**src/rtl/dcba_pkg.sv**
```systemverilog
// Shared types and constants for the dual-channel block average dB block.
// Holds the dB step table, the detect mode codes and the queue status struct.
// No dependencies.
package dcba_pkg;

   localparam int NUM_STEPS = 40;   // one step per dB above the 60 dB base
   localparam int STEP_DIV  = 40;   // mean is divided by this to give k
   localparam int DB_W      = 7;

   typedef logic [DB_W-1:0]      db_type;
   typedef logic [NUM_STEPS-1:0] therm_type;

   localparam db_type DB_BASE = 7'd60;
   localparam db_type DB_ZERO = 7'd0;

   // smallest k with trunc(20*log10(k)) >= d, for d = 1..40
   localparam logic [6:0] STEP_K [NUM_STEPS] = '{
      7'd2,  7'd2,  7'd2,  7'd2,  7'd2,  7'd2,  7'd3,  7'd3,  7'd3,  7'd4,
      7'd4,  7'd4,  7'd5,  7'd6,  7'd6,  7'd7,  7'd8,  7'd8,  7'd9,  7'd10,
      7'd12, 7'd13, 7'd15, 7'd16, 7'd18, 7'd20, 7'd23, 7'd26, 7'd29, 7'd32,
      7'd36, 7'd40, 7'd45, 7'd51, 7'd57, 7'd64, 7'd71, 7'd80, 7'd90, 7'd100
   };

   typedef enum logic [1:0] {
      MODE_NONE = 2'd0,
      MODE_ONE  = 2'd1,
      MODE_TWO  = 2'd2,
      MODE_MAX  = 2'd3
   } mode_type;

   typedef struct packed {
      logic full;
      logic empty;
   } q_status_type;

endpackage

```
**src/rtl/dcba_front.sv**
```systemverilog
// Front end: accepts sample pairs and accumulates both channel sums.
// Pushes the finished block sums into the queue. Uses dcba_pkg.
module dcba_front #(
   parameter int BLOCK_LEN   = 32,
   parameter int SAMPLE_BITS = 12,
   parameter int SUM_W       = SAMPLE_BITS + $clog2(BLOCK_LEN)
) (
   input  logic                     clock,
   input  logic                     reset,
   input  logic                     req_valid,
   output logic                     req_stall,
   input  logic [SAMPLE_BITS-1:0]   req_sample_one,
   input  logic [SAMPLE_BITS-1:0]   req_sample_two,
   input  dcba_pkg::q_status_type   q_status,
   output logic                     push,
   output logic [SUM_W-1:0]         push_one,
   output logic [SUM_W-1:0]         push_two
);
   import dcba_pkg::*;

   localparam int CNT_W = (BLOCK_LEN > 1) ? $clog2(BLOCK_LEN) : 1;

   logic [CNT_W-1:0] count_ff, count_in;
   logic [SUM_W-1:0] sum_one_ff, sum_one_in;
   logic [SUM_W-1:0] sum_two_ff, sum_two_in;
   logic             last;
   logic             accept;

   // only the item that closes a block needs room in the queue
   assign last      = (count_ff == CNT_W'(BLOCK_LEN - 1));
   assign req_stall = q_status.full && last;
   assign accept    = req_valid && !req_stall;

   assign push_one = sum_one_ff + SUM_W'(req_sample_one);
   assign push_two = sum_two_ff + SUM_W'(req_sample_two);
   assign push     = accept && last;

   // accumulate, clear at block end
   always_comb begin
      count_in   = count_ff;
      sum_one_in = sum_one_ff;
      sum_two_in = sum_two_ff;
      if (accept) begin
         if (last) begin
            count_in   = '0;
            sum_one_in = '0;
            sum_two_in = '0;
         end else begin
            count_in   = count_ff + CNT_W'(1);
            sum_one_in = push_one;
            sum_two_in = push_two;
         end
      end
   end

   always_ff @(posedge clock) begin
      if (reset) begin
         count_ff   <= '0;
         sum_one_ff <= '0;
         sum_two_ff <= '0;
      end else begin
         count_ff   <= count_in;
         sum_one_ff <= sum_one_in;
         sum_two_ff <= sum_two_in;
      end
   end

   // a push never meets a full queue
   assert property (@(posedge clock) disable iff (reset) push |-> !q_status.full)
      else $error("front pushed into a full queue");

endmodule

```
**src/rtl/dcba_queue.sv**
```systemverilog
// Two-entry queue carrying block sum pairs from front to back end.
// Uses dcba_pkg for the status struct.
module dcba_queue #(
   parameter int WIDTH = 34
) (
   input  logic                   clock,
   input  logic                   reset,
   input  logic                   push,
   input  logic [WIDTH-1:0]       push_data,
   input  logic                   pop,
   output logic [WIDTH-1:0]       pop_data,
   output dcba_pkg::q_status_type status
);
   import dcba_pkg::*;

   logic [WIDTH-1:0] mem_ff [2];
   logic             wr_ptr_ff, wr_ptr_in;
   logic             rd_ptr_ff, rd_ptr_in;
   logic [1:0]       count_ff, count_in;
   logic             do_push, do_pop;

   assign status.full  = (count_ff == 2'd2);
   assign status.empty = (count_ff == 2'd0);
   assign do_push      = push && !status.full;
   assign do_pop       = pop && !status.empty;
   assign pop_data     = mem_ff[rd_ptr_ff];

   // pointer and fill count update
   always_comb begin
      wr_ptr_in = do_push ? !wr_ptr_ff : wr_ptr_ff;
      rd_ptr_in = do_pop ? !rd_ptr_ff : rd_ptr_ff;
      count_in  = count_ff + 2'(do_push) - 2'(do_pop);
   end

   always_ff @(posedge clock) begin
      if (reset) begin
         wr_ptr_ff <= 1'b0;
         rd_ptr_ff <= 1'b0;
         count_ff  <= 2'd0;
      end else begin
         wr_ptr_ff <= wr_ptr_in;
         rd_ptr_ff <= rd_ptr_in;
         count_ff  <= count_in;
      end
   end

   always_ff @(posedge clock) begin
      if (do_push) begin
         mem_ff[wr_ptr_ff] <= push_data;
      end
   end

   // fill count stays in range
   assert property (@(posedge clock) disable iff (reset) count_ff != 2'd3)
      else $error("queue fill count out of range");

   // pointers differ exactly when one item is held
   assert property (@(posedge clock) disable iff (reset)
      (count_ff == 2'd1) == (wr_ptr_ff != rd_ptr_ff))
      else $error("queue pointers disagree with fill count");

endmodule

```
**src/rtl/dcba_back.sv**
```systemverilog
// Back end: turns block sums into dB levels in two stages and holds the result.
// Stage A compares sums against scaled step thresholds, stage B counts and selects.
// Uses dcba_pkg.
module dcba_back #(
   parameter int BLOCK_LEN = 32,
   parameter int SUM_W     = 17
) (
   input  logic                   clock,
   input  logic                   reset,
   input  dcba_pkg::q_status_type q_status,
   input  logic [SUM_W-1:0]       q_sum_one,
   input  logic [SUM_W-1:0]       q_sum_two,
   output logic                   pop,
   input  dcba_pkg::mode_type     mode,
   output logic                   rsp_valid,
   input  logic                   rsp_stall,
   output dcba_pkg::db_type       rsp_level_db,
   output dcba_pkg::db_type       rsp_channel_one_db,
   output dcba_pkg::db_type       rsp_channel_two_db,
   output logic                   rsp_channel_one_low,
   output logic                   rsp_channel_two_low
);
   import dcba_pkg::*;

   // k >= t exactly when sum >= t * BLOCK_LEN * 40
   localparam logic [31:0] BLOCK_DIV = 32'(BLOCK_LEN * STEP_DIV);

   therm_type therm_one, therm_two;
   logic      low_one, low_two;

   logic      a_vld_ff;
   therm_type a_therm_one_ff, a_therm_two_ff;
   logic      a_low_one_ff, a_low_two_ff;

   logic      b_vld_ff;
   logic      a_load, b_load, b_take;
   db_type    db_one, db_two, level;

   // threshold compares, one per step
   always_comb begin
      for (int i = 0; i < NUM_STEPS; i++) begin
         therm_one[i] = (32'(q_sum_one) >= 32'(STEP_K[i]) * BLOCK_DIV);
         therm_two[i] = (32'(q_sum_two) >= 32'(STEP_K[i]) * BLOCK_DIV);
      end
      low_one = (32'(q_sum_one) < BLOCK_DIV);
      low_two = (32'(q_sum_two) < BLOCK_DIV);
   end

   // pipeline flow control
   assign b_take = b_vld_ff && !rsp_stall;
   assign b_load = a_vld_ff && (!b_vld_ff || b_take);
   assign a_load = !q_status.empty && (!a_vld_ff || b_load);
   assign pop    = a_load;

   always_ff @(posedge clock) begin
      if (reset) begin
         a_vld_ff <= 1'b0;
         b_vld_ff <= 1'b0;
      end else begin
         if (a_load) begin
            a_vld_ff <= 1'b1;
         end else if (b_load) begin
            a_vld_ff <= 1'b0;
         end
         if (b_load) begin
            b_vld_ff <= 1'b1;
         end else if (b_take) begin
            b_vld_ff <= 1'b0;
         end
      end
   end

   always_ff @(posedge clock) begin
      if (a_load) begin
         a_therm_one_ff <= therm_one;
         a_therm_two_ff <= therm_two;
         a_low_one_ff   <= low_one;
         a_low_two_ff   <= low_two;
      end
   end

   // level = 60 + steps passed, zero below the floor
   always_comb begin
      db_one = a_low_one_ff ? DB_ZERO : DB_BASE + DB_W'($countones(a_therm_one_ff));
      db_two = a_low_two_ff ? DB_ZERO : DB_BASE + DB_W'($countones(a_therm_two_ff));
      unique case (mode)
         MODE_NONE: level = DB_ZERO;
         MODE_ONE:  level = db_one;
         MODE_TWO:  level = db_two;
         MODE_MAX:  level = (db_one > db_two) ? db_one : db_two;
         default:   level = DB_ZERO;
      endcase
   end

   always_ff @(posedge clock) begin
      if (b_load) begin
         rsp_level_db        <= level;
         rsp_channel_one_db  <= db_one;
         rsp_channel_two_db  <= db_two;
         rsp_channel_one_low <= a_low_one_ff;
         rsp_channel_two_low <= a_low_two_ff;
      end
   end

   assign rsp_valid = b_vld_ff;

   // a low channel reports zero dB
   assert property (@(posedge clock) disable iff (reset)
      (rsp_valid && rsp_channel_one_low) |-> (rsp_channel_one_db == DB_ZERO))
      else $error("channel one low but level nonzero");

   // stage A holds while stage B is blocked
   assert property (@(posedge clock) disable iff (reset)
      (a_vld_ff && b_vld_ff && rsp_stall) |=> a_vld_ff)
      else $error("stage A item dropped while blocked");

   // a result that passes the floor sits between 60 and 100 dB
   assert property (@(posedge clock) disable iff (reset)
      (rsp_valid && !rsp_channel_two_low) |->
      (rsp_channel_two_db >= DB_BASE && rsp_channel_two_db <= 7'd100))
      else $error("channel two level out of range");

endmodule

```
**src/rtl/dual_channel_block_average_db.sv**
```systemverilog
// Dual-channel block average with dB conversion: top level, holds the mode register.
// A block's sums go through the two-entry queue, then the stage A and stage B registers.
// Throughput: one sample pair per cycle while req_stall is low; one result per BLOCK_LEN
// pairs, set by the front accumulator, with a two-stage compare/count back end.
// Reset (synchronous, active high) clears the sums, the pair count, the queue, the
// pipeline valids and the detect mode; no clearing pass is needed.
module dual_channel_block_average_db #(
   parameter int BLOCK_LEN   = 32,
   parameter int SAMPLE_BITS = 12
) (
   input  logic                   clock,
   input  logic                   reset,
   input  logic                   req_valid,
   output logic                   req_stall,
   input  logic [SAMPLE_BITS-1:0] req_sample_one,
   input  logic [SAMPLE_BITS-1:0] req_sample_two,
   output logic                   rsp_valid,
   input  logic                   rsp_stall,
   output dcba_pkg::db_type       rsp_level_db,
   output dcba_pkg::db_type       rsp_channel_one_db,
   output dcba_pkg::db_type       rsp_channel_two_db,
   output logic                   rsp_channel_one_low,
   output logic                   rsp_channel_two_low,
   input  logic                   csr_valid,
   output logic                   csr_ready,
   input  logic [1:0]             csr_data
);
   import dcba_pkg::*;

   localparam int SUM_W = SAMPLE_BITS + $clog2(BLOCK_LEN);

   mode_type         mode_ff, mode_in;
   q_status_type     q_status;
   logic             push, pop;
   logic [SUM_W-1:0] push_one, push_two;
   logic [SUM_W-1:0] q_sum_one, q_sum_two;

   // detect mode register
   assign csr_ready = 1'b1;
   assign mode_in   = (csr_valid && csr_ready) ? mode_type'(csr_data) : mode_ff;

   always_ff @(posedge clock) begin
      if (reset) begin
         mode_ff <= MODE_NONE;
      end else begin
         mode_ff <= mode_in;
      end
   end

   dcba_front #(
      .BLOCK_LEN   (BLOCK_LEN),
      .SAMPLE_BITS (SAMPLE_BITS),
      .SUM_W       (SUM_W)
   ) u_front (
      .clock          (clock),
      .reset          (reset),
      .req_valid      (req_valid),
      .req_stall      (req_stall),
      .req_sample_one (req_sample_one),
      .req_sample_two (req_sample_two),
      .q_status       (q_status),
      .push           (push),
      .push_one       (push_one),
      .push_two       (push_two)
   );

   dcba_queue #(
      .WIDTH (2 * SUM_W)
   ) u_queue (
      .clock     (clock),
      .reset     (reset),
      .push      (push),
      .push_data ({push_one, push_two}),
      .pop       (pop),
      .pop_data  ({q_sum_one, q_sum_two}),
      .status    (q_status)
   );

   dcba_back #(
      .BLOCK_LEN (BLOCK_LEN),
      .SUM_W     (SUM_W)
   ) u_back (
      .clock               (clock),
      .reset               (reset),
      .q_status            (q_status),
      .q_sum_one           (q_sum_one),
      .q_sum_two           (q_sum_two),
      .pop                 (pop),
      .mode                (mode_ff),
      .rsp_valid           (rsp_valid),
      .rsp_stall           (rsp_stall),
      .rsp_level_db        (rsp_level_db),
      .rsp_channel_one_db  (rsp_channel_one_db),
      .rsp_channel_two_db  (rsp_channel_two_db),
      .rsp_channel_one_low (rsp_channel_one_low),
      .rsp_channel_two_low (rsp_channel_two_low)
   );

endmodule

```
**config.mk**
```make
export PLATFORM = sky130hd
export DESIGN_NAME = dual_channel_block_average_db
export DESIGN_NICKNAME = d
export VERILOG_FILES = /design/src/rtl/dcba_pkg.sv /design/src/rtl/dcba_front.sv /design/src/rtl/dcba_queue.sv /design/src/rtl/dcba_back.sv /design/src/rtl/dual_channel_block_average_db.sv
export SDC_FILE = /design/constraint.sdc
export NUM_CORES = 1
export LEC_CHECK = 0
export BUFFER_PORTS_ARGS = -buffer_cell sky130_fd_sc_hd__buf_2
export CAP_MARGIN = 10
export CORE_MARGIN = 5
export CORE_UTILIZATION = 45
export CTS_BUF_LIST = sky130_fd_sc_hd__clkbuf_8
export DETAILED_ROUTE_END_ITERATION = 7
export SLEW_MARGIN = 10
export SYNTH_ARGS = -nofsm -noshare
export SYNTH_HDL_FRONTEND = slang
export SYNTH_SLANG_ARGS = --single-unit
```
**constraint.sdc**
```tcl
create_clock -name clock -period 18.1 [get_ports clock]
set_clock_uncertainty 0.1 [all_clocks]
set_input_delay 1.81 -clock clock [delete_from_list [all_inputs] [get_ports clock]]
set_output_delay 1.81 -clock clock [all_outputs]
set_load 0.01 [all_outputs]
```
==> impl_metrics.ini, run 1 <==
[critical_path]
criticalPathCategory = flop to flop
worstReg2RegEnd = u_back.rsp_level_db[5]
slowest_stage = fa_1
rr_worst_depth = 25
worst_ep_required_time_ns = 18.21
worst-path-max-fanout = 6
crit_path_start_kind = flop
crit-reg2reg-launch = u_back.a_therm_two_ff[18]
crit_path_frequent_cell = fa_1
r2r_setup_slack_ns = 11.02
cp-end-kind = flop
critPathMaxStageDelay_ns = 0.54
crit_arrival_ns = 7.19

[clock_tree]
cts_hold_buffers = 0
cts_max_path_buffers = 2
clock_tree.root_cell = clkbuf_8
cts_tree = built
clk_latency_ns = 0.46
cts_resized = 0
clk_pin_slew_worst_paths_ns = 0.09
cts.sinks = 167
cts_setup_buffers = 0
htreeDepth = 4
cts_buffers = 17

[global_route]
grtUsageTotal_pct = 15.2
grt_pass1_vias = 6943
grt_overflow = 0
grt_max_degree = 62
grt_pass1_wl_um = 32900
antenna_found_initial = 0

[drt]
drt.antenna.violating_nets = 0
vias_per_cell = 5.16
drc_errors = 0
dr.pass1.iters = 4
num_vias = 6969
wirelength_um = 19300
wl_per_cell_um = 14.3
drt_iter0_markers = 327

[floorplanning]
dieWidth_um = 163
die_area_um2 = 26500
chipHeight_um = 163
pin_count = 57
initial_utilization_pct = 46.1
fp.coreArea_um2 = 22800
row_count = 55

[timing]
max_freq_ghz = 0.141
slew_headroom_pct = 22.2
tightest_slew_ns = 1.13
rsz0062_at_grt = false
holdWs_ns = 0.361
setup_violations = 0
slew_viol_final = 0
finalHoldViolations = 0
setup_tns_ns = 0
layout_min_cycle_time_ns = 7.08
period_share_pct = 39.1

[synthesis]
yosysSeqAreaShare_pct = 43.2
ys_seq_elements = 167
synth_area_per_cell_um2 = 10.8
ys_async_sr_fraction_pct = 0
syn-cell-area_um2 = 10500
syn-num-nets = 1151
netlist-cell-type-count = 58
synth_ff_type = edfxtp_1
yosysTopAreaCell = edfxtp_1
yosysWarnings = 0
ys_top_cells_by_area = edfxtp_1 (34%), ha_1 (11%), fa_1 (11%), dfxtp_1 (9.2%), inv_1 (4.4%)
synth_top_area_share_pct = 34.0
synth_edf_count = 119
syn_inst = 969

[hold_path]
min_delay_worst_endpoint = u_front.sum_two_ff[0]
min_path_type = flop to flop
holdPathStages = 2
hp-start = u_front.sum_two_ff[0]

[layout]
final_cells = 1351
fin_nets = 1207
area_growth_syn_to_layout_pct = 10.3
n_fill_cell = 2090
antenna_cells = 0
drive_above_1_share_pct = 11.4
final_util_pct = 50.8

[pwr]
cellPowerDensity_nw_per_um2 = 71.1
ir_worst_vdd_mv = 0.0607
total_power_mw = 0.823
p_leak_nw = 4.92

[place]
port_buffers = 55
dp_hpwl_um = 14700
dp.cells = 1319
finalWeightedCongestion = 0.825

[flow_run]
max-cap-violations = 0

[status]
status = finished, final reports clean
==> cell families after synthesis <==
group	share of synthesized area (%)
simple gates	10.8
compound gates	12.0
flops	43.2
fa+ha+maj	22.1
buf+inv	5.41
xor+xnor	3.50
mux	2.92
other cells	0.0357
==> layout by cell type (no fill, tap or decap), types with 12 or more instances in the layout <==
cell	Yosys	routed
buf_2	4	55
and2_1	12	12
dfxtp_1	48	48
nor2b_1	15	14
clkbuf_8	0	18
fa_1	58	58
nor3_1	14	14
o21ai_0	39	39
mux2i_1	16	16
xnor2_1	24	24
xor2_1	18	18
mux2_2	13	13
ha_1	93	93
a21o_1	12	12
nand2_1	71	71
edfxtp_1	119	119
nor2_1	62	62
inv_1	123	123
a21oi_1	63	63
==> per-stage QoR <==
step                instance area [µm²]  setup slack (ns)
finish                            11600             11.02
detailed placement                11100             11.01
floorplan                         10500             11.38
global placement                  11100             11.15
CTS                               11600             10.99
global route                      11600             10.59
==> how the worst max path moves through the flow <==
stage / start / endpoint / depth (start not counted)
after global placement: u_back.a_therm_two_ff[18] / u_back.rsp_level_db[4] / 25
after CTS: u_back.a_therm_two_ff[18] / u_back.rsp_level_db[5] / 25
after global routing: u_back.a_therm_two_ff[18] / u_back.rsp_level_db[4] / 24
after detailed placement: u_back.a_therm_two_ff[18] / u_back.rsp_level_db[5] / 25
after floorplan: u_back.a_therm_two_ff[18] / u_back.rsp_level_db[3] / 25
final: u_back.a_therm_two_ff[18] / u_back.rsp_level_db[5] / 25
==> where the power goes <==
group / switching [mW] / total [mW] / internal, mW
Sequential: 0.00891 / 0.431 / 0.422
Clock: 0.139 / 0.294 / 0.155
Combinational: 0.0551 / 0.0982 / 0.0431
==> state kept, by name, indices dropped and copies added (netlist names), named ones only <==
signal                      cells
u_back.rsp_channel_two_db       7
u_back.a_vld_ff                 1
u_front.sum_two_ff             17
u_front.sum_one_ff             17
u_front.count_ff                5
u_queue.rd_ptr_ff               1
u_back.rsp_channel_one_db       7
u_back.rsp_valid                1
u_back.a_therm_one_ff          29
u_back.rsp_channel_two_low      1
u_queue.count_ff                2
u_back.a_low_one_ff             1
mode_ff                         2
u_back.a_therm_two_ff          29
u_back.rsp_channel_one_low      1
u_back.a_low_two_ff             1
u_queue.wr_ptr_ff               1
u_back.rsp_level_db             7
u_queue.mem_ff                 36
==> layer usage <==
metal  share of wire [%]  global-route usage (%)  wire, µm
met3                 3.6                    3.19       701
met1                  47                    20.2      9110
met2                  48                    25.6      9250
met4                 1.1                    3.35       207
met5                   0                       0         0
==> area by class of cell <==
| cell class | instances | area (µm²) | area share [%] |
|---|---|---|---|
| Clock inverter | 14 | 196 | 1.70 |
| Sequential cell | 167 | 4530 | 39.2 |
| Inverter | 123 | 462 | 3.99 |
| Timing Repair Buffer | 63 | 335 | 2.90 |
| Tap cell | 313 | 392 | 3.38 |
| Multi-Input combinational cell | 653 | 5410 | 46.7 |
| Clock buffer | 18 | 248 | 2.14 |
==> Yosys cell counts, types with 3 or more instances <==
library cell / instances
mux2i_1: 16
nor3_1: 14
mux2_2: 13
clkbuf_1: 20
o31a_1: 3
o21a_1: 7
or3_1: 3
fa_1: 58
or2_2: 6
a211oi_1: 5
nand2_1: 71
dfxtp_1: 48
or4_1: 6
a22oi_1: 9
nand4_1: 8
xnor2_1: 24
nand2b_1: 6
nor4_1: 5
and2_1: 12
edfxtp_1: 119
a21o_1: 12
a21oi_1: 63
o21ai_0: 39
buf_2: 4
o31ai_1: 9
nand3_1: 9
nor2_1: 62
and3_1: 8
inv_1: 123
nand3b_1: 7
ha_1: 93
a31oi_1: 5
o211ai_1: 9
a22o_1: 10
nor2b_1: 15
xor2_1: 18
==> worst max-delay path, delay by kind of cell (launching register included) <==
family / cells / cell delay, ns
compound gates: 4 / 0.61
xor+xnor: 1 / 0.08
fa+ha+maj: 10 / 4.24
buf+inv: 5 / 0.25
flops: 1 / 0.37
mux: 1 / 0.41
simple gates: 4 / 0.76
Power figures use the tool's default switching activity.
==> inputs of run 2 (changes only) <==
clock period = 6.5 ns   (was 18.1 ns; I/O delays follow)
==> impl_metrics.ini, run 2 (synthesis results as in run 1) <==
[timing]
rsz0062_at_grt = true
max_freq_ghz = 0.154
tightest_slew_ns = 1.10
setup_ws_ns = 0.0124
setup_violations = 0
period_share_pct = 99.8
finalHoldViolations = 0
layout_min_cycle_time_ns = 6.49
slew_headroom_pct = 24.5
setup_tns_ns = 0
slew_viol_final = 0

[drt]
wl_per_cell_um = 14.2
num_vias = 7042
dr.pass1.iters = 5
drc_errors = 0
drt_iter0_markers = 325
wirelength_um = 19600
vias_per_cell = 5.11
drt.antenna.violating_nets = 0

[layout]
multi_input_area_um2 = 5500
top_regs = u_queue.mem_ff: 36 flops, u_back.a_therm_one_ff: 29 flops, u_back.a_therm_two_ff: 29 flops
antenna_cells = 0
final_cells = 1379
area_growth_syn_to_layout_pct = 12.5
drive_above_1_share_pct = 15.9
final_common_cell = inv_1
largest_reg_flops = 36
top_register = u_queue.mem_ff
n_fill_cell = 2054
fin_nets = 1235
mostFrequentLayoutCells = inv_1 (120), edfxtp_1 (119), ha_1 (87), nand2_1 (71)
seq_area_um2 = 4530

[place]
dp.cells = 1338
port_buffers = 55
finalWeightedCongestion = 0.831
post-place-ws_ns = -0.175
dp_hpwl_um = 15000

[clock_tree]
clk_pin_slew_worst_paths_ns = 0.09
cts_max_path_buffers = 2
clk_latency_ns = 0.46
cts.sinks = 167
cts_tree = built
htreeDepth = 4
clock_tree.root_cell = clkbuf_8
cts_buffers = 17

[pwr]
p_sw_share_pct = 26.6
ir_worst_vdd_mv = 0.125
clkPwrFrac_pct = 32.7
cellPowerDensity_nw_per_um2 = 186
combPwrFrac_pct = 12.6
power.switching_mw = 0.584
p_leak_nw = 5.02
power.internal_mw = 1.61
seq_power_share_pct = 54.7

[global_route]
grt_max_degree = 62
grt_pass1_wl_um = 33500
antenna_found_initial = 0
grt_overflow = 0
grtUsageTotal_pct = 15.5
grt_pass1_vias = 6953

[critical_path]
worst-path-max-fanout = 2
crit_arrival_ns = 6.59
crit_path_start_kind = flop
criticalPathCategory = flop to flop
cp-end-kind = flop
worst_ep_required_time_ns = 6.60

[floorplanning]
fp.coreArea_um2 = 22800
chipHeight_um = 163
initial_utilization_pct = 46.1
pin_count = 57
row_count = 55
dieWidth_um = 163
die_area_um2 = 26500

[status]
status = finished, final reports clean

[hold_path]
min_path_type = flop to flop

[flow_run]
max-cap-violations = 0
[run 2: per-stage QoR]
step	area, µm²	hold slack (ns)	utilization (%)	power, mW
after floorplan	10500	0.336	-	1.43
after global placement	11300	0.343	49.5	1.49
after detailed placement	11300	0.351	49.5	1.50
after CTS	11800	0.329	51.7	2.22
after global routing	11800	0.345	51.8	2.30
final	11800	0.361	51.8	2.19
[run 2: worst paths after layout]
check / end / depth (start not counted) / start / slack, ns
worst max-delay path: u_back.rsp_level_db[5] / 26 / u_back.a_therm_two_ff[8] / 0.01
worst min-delay path: u_front.sum_one_ff[0] / 2 / u_front.sum_one_ff[0] / 0.36
worst max register to register: u_back.rsp_level_db[5] / 26 / u_back.a_therm_two_ff[8] / 0.01
worst min register to register: u_front.sum_one_ff[0] / 2 / u_front.sum_one_ff[0] / 0.36
[run 2: timing repair]
action	in CTS	in global routing
endpoints found under the hold margin	0	0
endpoints found under the setup margin	7	7
resized for setup	15	9
setup buffers	7	2
hold buffers	0	0
pin swaps	12	24
[run 2: layout make-up]
class	count	share of cell area, %
Multi-Input combinational cell	653	46.5
Sequential cell	167	38.4
Timing Repair Buffer	91	4.62
Inverter	123	3.91
Tap cell	313	3.32
Clock buffer	17	1.98
Clock inverter	15	1.23
[run 2: worst max-delay path, cell delays in order, from the launching register on]
cell	delay, ns
edfxtp_1	0.42
ha_1	0.23
fa_1	0.48
inv_1	0.06
fa_1	0.46
fa_1	0.51
inv_2	0.04
fa_1	0.52
inv_1	0.05
fa_1	0.49
fa_1	0.50
inv_1	0.05
ha_2	0.19
fa_2	0.36
a21o_1	0.17
a21oi_2	0.12
xor2_1	0.15
nor2_1	0.07
buf_4	0.15
buf_4	0.12
buf_4	0.12
buf_4	0.12
buf_4	0.12
buf_4	0.12
buf_4	0.12
and2_1	0.16
mux2_4	0.27
[run 2: power groups by stage]
stage                     combinational (mW)  sequential (mW)  clock, mW
after global placement                 0.269             1.22          0
after floorplan                        0.218             1.22          0
after detailed placement               0.274             1.22          0
after CTS                              0.277             1.20      0.744
after global routing                   0.314             1.20      0.786
final                                  0.276             1.20      0.716
[run 2: per-layer routing]
metal | up-vias | GRT usage, % | part of all wire, %
li1 | 3575 | - | -
met4 | 0 | 4.46 | 1.2
met3 | 17 | 2.99 | 3.4
met2 | 118 | 25.9 | 48
met1 | 3332 | 20.7 | 47
met5 | - | 0 | 0
